==> src/hw/rtl/rc_channel_frame_builder_core_defines.svh <==
// Assertion macros used by the top-level core module.
`ifndef RC_CHANNEL_FRAME_BUILDER_CORE_DEFINES_SVH
`define RC_CHANNEL_FRAME_BUILDER_CORE_DEFINES_SVH

// Same-cycle implication, disabled during reset.
`define RCFB_ASSERT_NOW(label, clk, rst_n, ante, cons, msg) \
  label: assert property (@(posedge clk) disable iff (!rst_n) (ante) |-> (cons)) \
    else $error(msg);

// Next-cycle implication, disabled during reset.
`define RCFB_ASSERT_NEXT(label, clk, rst_n, ante, cons, msg) \
  label: assert property (@(posedge clk) disable iff (!rst_n) (ante) |=> (cons)) \
    else $error(msg);

`endif

==> src/hw/rtl/rcfb_pkg.sv <==
`default_nettype none
package rcfb_pkg;

  localparam int CHANNEL_COUNT = 16;
  localparam int CH_W          = 11;
  localparam int CH_IDX_W      = 4;
  localparam int ACC_W         = CH_W + 7;

  localparam logic [CH_W-1:0] CH_RESET        = 11'd992;
  localparam logic [CH_W-1:0] CLAMP_MIN_RESET = 11'd172;
  localparam logic [CH_W-1:0] CLAMP_MAX_RESET = 11'd1811;

  localparam logic [7:0] SYNC_BYTE  = 8'hC8;
  localparam logic [7:0] FRAME_LEN  = 8'd24;
  localparam logic [7:0] FRAME_TYPE = 8'h16;
  localparam logic [7:0] CRC_POLY   = 8'hD5;

  // Byte positions inside the frame.
  localparam logic [4:0] POS_SYNC = 5'd0;
  localparam logic [4:0] POS_LEN  = 5'd1;
  localparam logic [4:0] POS_TYPE = 5'd2;
  localparam logic [4:0] POS_CRC  = 5'd25;

  typedef enum logic [1:0] {
    OP_CLAMP_WR = 2'd0,
    OP_RAW_WR   = 2'd1,
    OP_FRAME    = 2'd2
  } op_t;

  typedef enum logic [1:0] {
    CFG_ENABLE    = 2'd0,
    CFG_CLAMP_MIN = 2'd1,
    CFG_CLAMP_MAX = 2'd2
  } cfg_idx_t;

  typedef enum logic {
    FR_IDLE = 1'b0,
    FR_EMIT = 1'b1
  } fr_state_t;

  typedef struct packed {
    logic                en;
    logic                clamp;
    logic [CH_IDX_W-1:0] idx;
    logic [15:0]         value;
  } ch_wr_t;

  typedef struct packed {
    logic       busy;
    logic [4:0] pos;
  } fr_status_t;

  function automatic logic [7:0] crc_step(input logic [7:0] crc, input logic [7:0] data);
    logic [7:0] c;
    c = crc ^ data;
    for (int b = 0; b < 8; b++) begin
      if (c[7]) begin
        c = {c[6:0], 1'b0} ^ CRC_POLY;
      end else begin
        c = {c[6:0], 1'b0};
      end
    end
    return c;
  endfunction

endpackage
`default_nettype wire

==> src/hw/rtl/rc_channel_frame_builder_core.sv <==
// RC channel frame builder.
// Input channel (in_valid / in_stall) carries one command per transfer:
// a clamped or raw write into one of sixteen 11-bit channels, or a frame
// request. Writes produce nothing on the output; an index of 16 or more is
// dropped. A frame request with enable set starts the byte sequencer, which
// emits 26 bytes (sync, length, type, 22 packed payload bytes, CRC-8) one per
// cycle on the output channel (out_valid / out_stall), out_last marking the
// CRC byte. The request is registered into the sequencer state, then each byte
// into the output register; in_stall stays high while the sequencer runs. One
// byte-wide packer/CRC unit handles every payload byte in turn, so throughput
// is one byte per cycle while the output is not stalled.
// A stall on the output holds the current byte and freezes the sequencer.
// Configuration writes (cfg_we, cfg_index, cfg_wdata) are to be made only while idle; the block does not enforce it.
// Synchronous reset sets every channel to 992, enable to 1, the clamp
// bounds to 172 and 1811, and empties the output register.
`default_nettype none
`include "rc_channel_frame_builder_core_defines.svh"
module rc_channel_frame_builder_core
  import rcfb_pkg::*;
(
  input  wire logic        clk,
  input  wire logic        rst_n,
  input  wire logic        cfg_we,
  input  wire logic [1:0]  cfg_index,
  input  wire logic [10:0] cfg_wdata,
  input  wire logic        in_valid,
  output logic             in_stall,
  input  wire logic [1:0]  in_op,
  input  wire logic [4:0]  in_channel_index,
  input  wire logic [15:0] in_value,
  output logic             out_valid,
  input  wire logic        out_stall,
  output logic [7:0]       out_tx_byte,
  output logic             out_last
);

  logic            enable_r;
  logic [CH_W-1:0] clamp_min_r;
  logic [CH_W-1:0] clamp_max_r;

  logic              in_acc;
  logic              start;
  ch_wr_t            ch_wr;
  fr_status_t        fr_status;
  logic [CH_IDX_W-1:0] rd_idx;
  logic [CH_W-1:0]   rd_data;

  always_ff @(posedge clk) begin
    if (!rst_n) begin
      enable_r    <= 1'b1;
      clamp_min_r <= CLAMP_MIN_RESET;
      clamp_max_r <= CLAMP_MAX_RESET;
    end else if (cfg_we) begin
      case (cfg_idx_t'(cfg_index))
        CFG_ENABLE:    enable_r    <= cfg_wdata[0];
        CFG_CLAMP_MIN: clamp_min_r <= cfg_wdata;
        CFG_CLAMP_MAX: clamp_max_r <= cfg_wdata;
        default:       ;
      endcase
    end
  end

  assign in_stall = fr_status.busy;
  assign in_acc   = in_valid && !in_stall;

  always_comb begin
    ch_wr.en    = 1'b0;
    ch_wr.clamp = 1'b0;
    ch_wr.idx   = in_channel_index[CH_IDX_W-1:0];
    ch_wr.value = in_value;
    start       = 1'b0;
    case (op_t'(in_op))
      OP_CLAMP_WR: begin
        ch_wr.en    = in_acc && !in_channel_index[4];
        ch_wr.clamp = 1'b1;
      end
      OP_RAW_WR: begin
        ch_wr.en = in_acc && !in_channel_index[4];
      end
      OP_FRAME: begin
        start = in_acc && enable_r;
      end
      default: ;
    endcase
  end

  rcfb_chan_store u_store (
    .clk       (clk),
    .rst_n     (rst_n),
    .wr        (ch_wr),
    .clamp_min (clamp_min_r),
    .clamp_max (clamp_max_r),
    .rd_idx    (rd_idx),
    .rd_data   (rd_data)
  );

  rcfb_framer u_framer (
    .clk         (clk),
    .rst_n       (rst_n),
    .start       (start),
    .rd_data     (rd_data),
    .rd_idx      (rd_idx),
    .status      (fr_status),
    .out_valid   (out_valid),
    .out_stall   (out_stall),
    .out_tx_byte (out_tx_byte),
    .out_last    (out_last)
  );

  `RCFB_ASSERT_NEXT(a_start_busy, clk, rst_n, start, in_stall && fr_status.pos == POS_SYNC, "frame request did not start the sequencer")
  `RCFB_ASSERT_NOW(a_end_on_crc, clk, rst_n, $fell(fr_status.busy), out_valid && out_last, "sequencer stopped without loading the CRC byte")

endmodule
`default_nettype wire

==> src/hw/rtl/rcfb_chan_store.sv <==
`default_nettype none
module rcfb_chan_store
  import rcfb_pkg::*;
(
  input  wire logic                clk,
  input  wire logic                rst_n,
  input  wire ch_wr_t              wr,
  input  wire logic [CH_W-1:0]     clamp_min,
  input  wire logic [CH_W-1:0]     clamp_max,
  input  wire logic [CH_IDX_W-1:0] rd_idx,
  output logic [CH_W-1:0]          rd_data
);

  logic [CH_W-1:0] store_r [CHANNEL_COUNT];
  logic [15:0]     lo_v;
  logic [15:0]     hi_v;
  logic [CH_W-1:0] wr_data;

  // Raise to the lower bound first, then limit to the upper bound.
  always_comb begin
    lo_v = (wr.value < {5'd0, clamp_min}) ? {5'd0, clamp_min} : wr.value;
    hi_v = (lo_v > {5'd0, clamp_max}) ? {5'd0, clamp_max} : lo_v;
    wr_data = wr.clamp ? hi_v[CH_W-1:0] : wr.value[CH_W-1:0];
  end

  always_ff @(posedge clk) begin
    if (!rst_n) begin
      for (int i = 0; i < CHANNEL_COUNT; i++) begin
        store_r[i] <= CH_RESET;
      end
    end else if (wr.en) begin
      store_r[wr.idx] <= wr_data;
    end
  end

  assign rd_data = store_r[rd_idx];

endmodule
`default_nettype wire

==> src/hw/rtl/rcfb_framer.sv <==
`default_nettype none
module rcfb_framer
  import rcfb_pkg::*;
(
  input  wire logic                clk,
  input  wire logic                rst_n,
  input  wire logic                start,
  input  wire logic [CH_W-1:0]     rd_data,
  output logic [CH_IDX_W-1:0]      rd_idx,
  output fr_status_t               status,
  output logic                     out_valid,
  input  wire logic                out_stall,
  output logic [7:0]               out_tx_byte,
  output logic                     out_last
);

  fr_state_t        state_r, state_nxt;
  logic [4:0]       pos_r, pos_nxt;
  logic [ACC_W-1:0] acc_r, acc_nxt;
  logic [4:0]       nbits_r, nbits_nxt;
  logic [4:0]       ch_r, ch_nxt;
  logic [7:0]       crc_r, crc_nxt;
  logic             out_valid_r, out_valid_nxt;
  logic [7:0]       out_byte_r, out_byte_nxt;
  logic             out_last_r, out_last_nxt;

  logic             adv;
  logic [ACC_W-1:0] acc_ext;
  logic [4:0]       nbits_ext;
  logic [7:0]       byte_v;

  assign rd_idx = ch_r[CH_IDX_W-1:0];
  assign adv    = (state_r == FR_EMIT) && (!out_valid_r || !out_stall);

  always_comb begin
    state_nxt     = state_r;
    pos_nxt       = pos_r;
    acc_nxt       = acc_r;
    nbits_nxt     = nbits_r;
    ch_nxt        = ch_r;
    crc_nxt       = crc_r;
    out_valid_nxt = out_valid_r && out_stall;
    out_byte_nxt  = out_byte_r;
    out_last_nxt  = out_last_r;
    acc_ext       = acc_r;
    nbits_ext     = nbits_r;
    byte_v        = 8'd0;

    case (state_r)
      FR_IDLE: begin
        if (start) begin
          state_nxt = FR_EMIT;
          pos_nxt   = POS_SYNC;
          acc_nxt   = '0;
          nbits_nxt = '0;
          ch_nxt    = '0;
          crc_nxt   = '0;
        end
      end
      FR_EMIT: begin
        if (adv) begin
          if (pos_r == POS_SYNC) begin
            byte_v = SYNC_BYTE;
          end else if (pos_r == POS_LEN) begin
            byte_v = FRAME_LEN;
          end else if (pos_r == POS_TYPE) begin
            byte_v  = FRAME_TYPE;
            crc_nxt = crc_step(crc_r, FRAME_TYPE);
          end else if (pos_r == POS_CRC) begin
            byte_v = crc_r;
          end else begin
            // Pull in the next channel when fewer than eight bits are queued and channels remain.
            if (nbits_r < 5'd8 && !ch_r[4]) begin
              acc_ext   = acc_r | ({7'd0, rd_data} << nbits_r[2:0]);
              nbits_ext = nbits_r + 5'd11;
              ch_nxt    = ch_r + 5'd1;
            end
            byte_v    = acc_ext[7:0];
            acc_nxt   = acc_ext >> 8;
            nbits_nxt = nbits_ext - 5'd8;
            crc_nxt   = crc_step(crc_r, acc_ext[7:0]);
          end
          out_valid_nxt = 1'b1;
          out_byte_nxt  = byte_v;
          out_last_nxt  = (pos_r == POS_CRC);
          pos_nxt       = pos_r + 5'd1;
          if (pos_r == POS_CRC) begin
            state_nxt = FR_IDLE;
          end
        end
      end
      default: begin
        state_nxt = FR_IDLE;
      end
    endcase
  end

  always_ff @(posedge clk) begin
    if (!rst_n) begin
      state_r     <= FR_IDLE;
      out_valid_r <= 1'b0;
      pos_r       <= '0;
    end else begin
      state_r     <= state_nxt;
      out_valid_r <= out_valid_nxt;
      pos_r       <= pos_nxt;
    end
  end

  always_ff @(posedge clk) begin
    acc_r      <= acc_nxt;
    nbits_r    <= nbits_nxt;
    ch_r       <= ch_nxt;
    crc_r      <= crc_nxt;
    out_byte_r <= out_byte_nxt;
    out_last_r <= out_last_nxt;
  end

  assign status.busy = (state_r == FR_EMIT);
  assign status.pos  = pos_r;
  assign out_valid   = out_valid_r;
  assign out_tx_byte = out_byte_r;
  assign out_last    = out_last_r;

endmodule
`default_nettype wire

==> config.mk <==
export PLATFORM = sky130hd
export DESIGN_NAME = rc_channel_frame_builder_core
export DESIGN_NICKNAME = d
export VERILOG_FILES = /design/src/hw/rtl/rcfb_pkg.sv /design/src/hw/rtl/rc_channel_frame_builder_core.sv /design/src/hw/rtl/rcfb_chan_store.sv /design/src/hw/rtl/rcfb_framer.sv
export VERILOG_INCLUDE_DIRS = /design/src /design/src/hw/rtl
export SDC_FILE = /design/constraint.sdc
export NUM_CORES = 1
export LEC_CHECK = 0
export BUFFER_PORTS_ARGS = -buffer_cell sky130_fd_sc_hd__buf_2
export CORE_MARGIN = 4
export CORE_UTILIZATION = 52
export CTS_CLUSTER_DIAMETER = 150
export DETAILED_ROUTE_END_ITERATION = 6
export PLACE_DENSITY = 0.69
export SKIP_LAST_GASP = 1
export SLEW_MARGIN = 40
export SYNTH_ARGS = -nofsm -noshare
export SYNTH_HDL_FRONTEND = slang
export SYNTH_SLANG_ARGS = --single-unit
==> constraint.sdc <==
create_clock -name clk -period 6.5 [get_ports clk]
set_input_delay 0.65 -clock clk [delete_from_list [all_inputs] [get_ports clk]]
set_output_delay 0.65 -clock clk [all_outputs]
set_load 0.02 [all_outputs]
==> flow_summary.toml <==
[outcome]
status = "completed"

[cts]
postCtsSetupRepairBufs = 0
worstSkewPairLatency_ns = 0.56
ctsRootBufferMaster = "clkbuf_16"
clkSinkCount = 247
cts_resized = 0
cts_tree = "done"
numCtsBuffers = 28
clk_transition_reported_paths_ns = 0.06
hold_buffers = 0
h-tree-depth = 1
cts_buffer_depth = 3

[placement]
port_buffers = 51
place_ws_ns = 0.648
gp_congestion = 0.892
place_area_sq_um = 13800
dp.cells = 1447
dpl.hpwl_mm = 23.0

[synth]
ys_seq_area_frac = 0.534
ys_async_sr_fraction = 0
yosysUniqueCellTypes = 59
synth.largest_area_cell = "edfxtp_1"
syn-instance-count = 1116
ys_warn_count = 0
synth-edff-count = 213
synth_top_area_frac = 0.482
synth.area.top_cells = "edfxtp_1 (48%), a211oi_1 (5.8%), dfxtp_1 (5.1%), mux4_2 (5.1%), o21ai_0 (4.5%)"
avgSynthCellArea_sq_um = 11.9
ys.flop_type = "edfxtp_1"
synth_area_sq_um = 13300
ys_ff_latch = 247
synth_nets = 1184

[power_and_ir_drop]
leakage_uw = 0.00512
power_uw = 3860
ir_drop_mv = 0.184
power.density_nw_per_um2 = 262

[global_route]
grt_pass1_wl_mm = 52.1
grt_pass1_vias = 9223
grt_max_degree = 97
antenna_found_initial = 3
track_usage = 0.234
gr-total-overflow = 0

[sta]
slew_headroom = 0.442
worstMarginPinSlew_ns = 0.831
setup_viol = 0
setup_tns_ns = 0
hold_viol = 0
slew_viol_final = 0
fin_crit_ns = 5.61
fin_ws_ns = 0.894
fin_skew_ns = 0.0282
fin_crit_sh = 0.862
rsz0062_at_grt = "no"
fmax_ghz = 0.178

[drt]
drt_iter0_drc = 910
drtPass1Iterations = 5
drtAntennaViolNets = 0
drcViolationCount = 0
routedWlPerCell_microns = 22.4
post_drt_via_cell_ratio = 6.33
vias = 9498
wl_mm = 33.5

[setup_path]
path_common_cell = "a21o_1"
r2r_slack_ns = 0.89
r2r_start = "clamp_min_r[1]"
path_delay_family = "compound AO/OA/AOI/OAI gates"
cp.buffers_inverters = 4
slowest_stage = "o21a_1"
criticalPathCategory = "flip-flop to flip-flop"
slowest_delay_ns = 0.45
r2r_end = "u_store.store_r[8][2]"
reg2reg_depth = 26
critPathMaxFanout = 16
cp-start-kind = "flip-flop"
crit_required_ns = 6.75
critPathArrivalTime_ns = 5.86
critPathCaptureType = "flip-flop"

[die]
dieArea_sq_um = 28100
io_pins = 52
core_sq_um = 25100
die_h_microns = 168
die-width_microns = 168
rows = 58
initial_core_util = 0.528

[worst_hold_path]
hp-class = "input pin to flip-flop"
hold_depth = 3
min_from = "cfg_wdata[7]"
hold_end = "clamp_min_r[7]"

[cells_and_area]
post-route-cell-area_sq_um = 14800
area_growth_pct = 11.3
final_cells = 1500
drive_above_1_share = 0.165
fillers = 2045
finalNetCount = 1215

[run]
drv_cap = 0
==> power by group <==
part	total, uW	switching, uW	internal [uW]
registers	1810	35.8	1780
logic	443	264	179
clock network	1600	656	947
total	3860	956	2900
==> layout by cell type, fill, tap and decap left out, drive strengths merged, types with 9 or more instances in the layout <==
cell / n
o211ai: 13
inv: 31
nor3: 15
xor2: 17
o21ai: 120
nand3: 18
a21o: 10
or3: 12
ha: 27
a21boi: 17
mux2: 13
nor2: 65
nand2: 111
nand2b: 9
edfxtp: 213
mux2i: 19
clkinv: 24
a21oi: 34
buf: 79
clkbuf: 28
o21a: 9
mux4: 49
dfxtp: 34
xnor2: 32
a211oi: 102
==> per-layer routing <==
metal,vias to the layer above,part of all wire,GRT usage
met1,4604,0.39,0.295
met2,447,0.50,0.409
met4,4,0.032,0.0769
met3,80,0.082,0.0430
met5,-,0.00098,0
li1,4363,-,-
==> cell type report <==
cell class | count | area (sq um) | share of cell area
antenna | 1 | 2.50 | 0.000170
clock buffer | 28 | 701 | 0.0475
clock inverter | 24 | 238 | 0.0161
inverter | 37 | 139 | 0.00941
multi-input combinational | 754 | 5710 | 0.387
sequential | 247 | 7080 | 0.480
tap | 330 | 413 | 0.0280
timing repair buffer | 79 | 478 | 0.0324
==> cell usage after synthesis (all sizes together) (4+ instances only) <==
library cell	instances
a21o	10
nor3	15
and2	7
mux2i	19
nor2	65
or2	5
nand2	111
nand4	7
buf	18
and3	4
xnor2	32
o21ai	120
o32ai	5
mux4	49
nor2b	6
o2111ai	6
o21a	9
xor2	17
o211ai	13
a211oi	102
nand3	18
clkinv	6
dfxtp	34
mux2	13
nand2b	9
inv	31
a21boi	17
ha	27
clkbuf	60
edfxtp	213
or3	12
a21oi	34
==> worst max path at each step <==
stage / startpoint / end / slack, ns / cells past startpoint
2_1_floorplan: in_value[1] / u_store.store_r[0][0] / 0.71 / 25
5_1_grt: clamp_min_r[1] / u_store.store_r[0][0] / 0.47 / 26
6_report: clamp_min_r[1] / u_store.store_r[8][2] / 0.89 / 26
4_1_cts: clamp_min_r[1] / u_store.store_r[8][2] / 0.95 / 27
3_5_place_dp: in_value[1] / u_store.store_r[3][9] / 0.65 / 25
3_3_place_gp: in_value[1] / u_store.store_r[0][9] / 0.74 / 26
==> kinds of logic (layout without fill, tap and decap cells) <==
group,count (synthesis),in the layout,synth area share
DFF,247,247,0.534
other,0,1,0
xor gates and xnor gates,50,50,0.0352
muxes,81,81,0.116
adders and majority gates,27,27,0.0255
and+or+nand+nor,265,265,0.0899
AOI/OAI and AO/OA,331,331,0.163
buffers and inverters,115,168,0.0374
==> sequential cells by signal, summed over array words and instances (netlist names), named ones only <==
name and cells:
u_framer.state_r 1, clamp_min_r 11, u_framer.crc_r 8, u_framer.acc_r 10, u_framer.out_tx_byte 8, u_framer.pos_r 5
u_framer.out_last 1, u_framer.nbits_r 5, enable_r 1, u_framer.out_valid 1, u_store.store_r 176, clamp_max_r 11
u_framer.ch_r 5
==> worst reg2reg max path, delay by kind of cell, from the launching register on <==
kind / cells / cell delay [ns]
AOI/OAI and AO/OA: 18 / 3.28
adders and majority gates: 2 / 0.58
buffers and inverters: 4 / 0.76
DFF: 1 / 0.36
and+or+nand+nor: 2 / 0.35
==> metrics by stage <==
step | hold WS (ns) | util
after floorplan | 0.442 | -
after global routing | 0.336 | 0.588
after global placement | 0.468 | 0.550
after detailed placement | 0.481 | 0.550
final | 0.346 | 0.588
after CTS | 0.325 | 0.587
No activity file was read; power rests on OpenSTA's default activity.
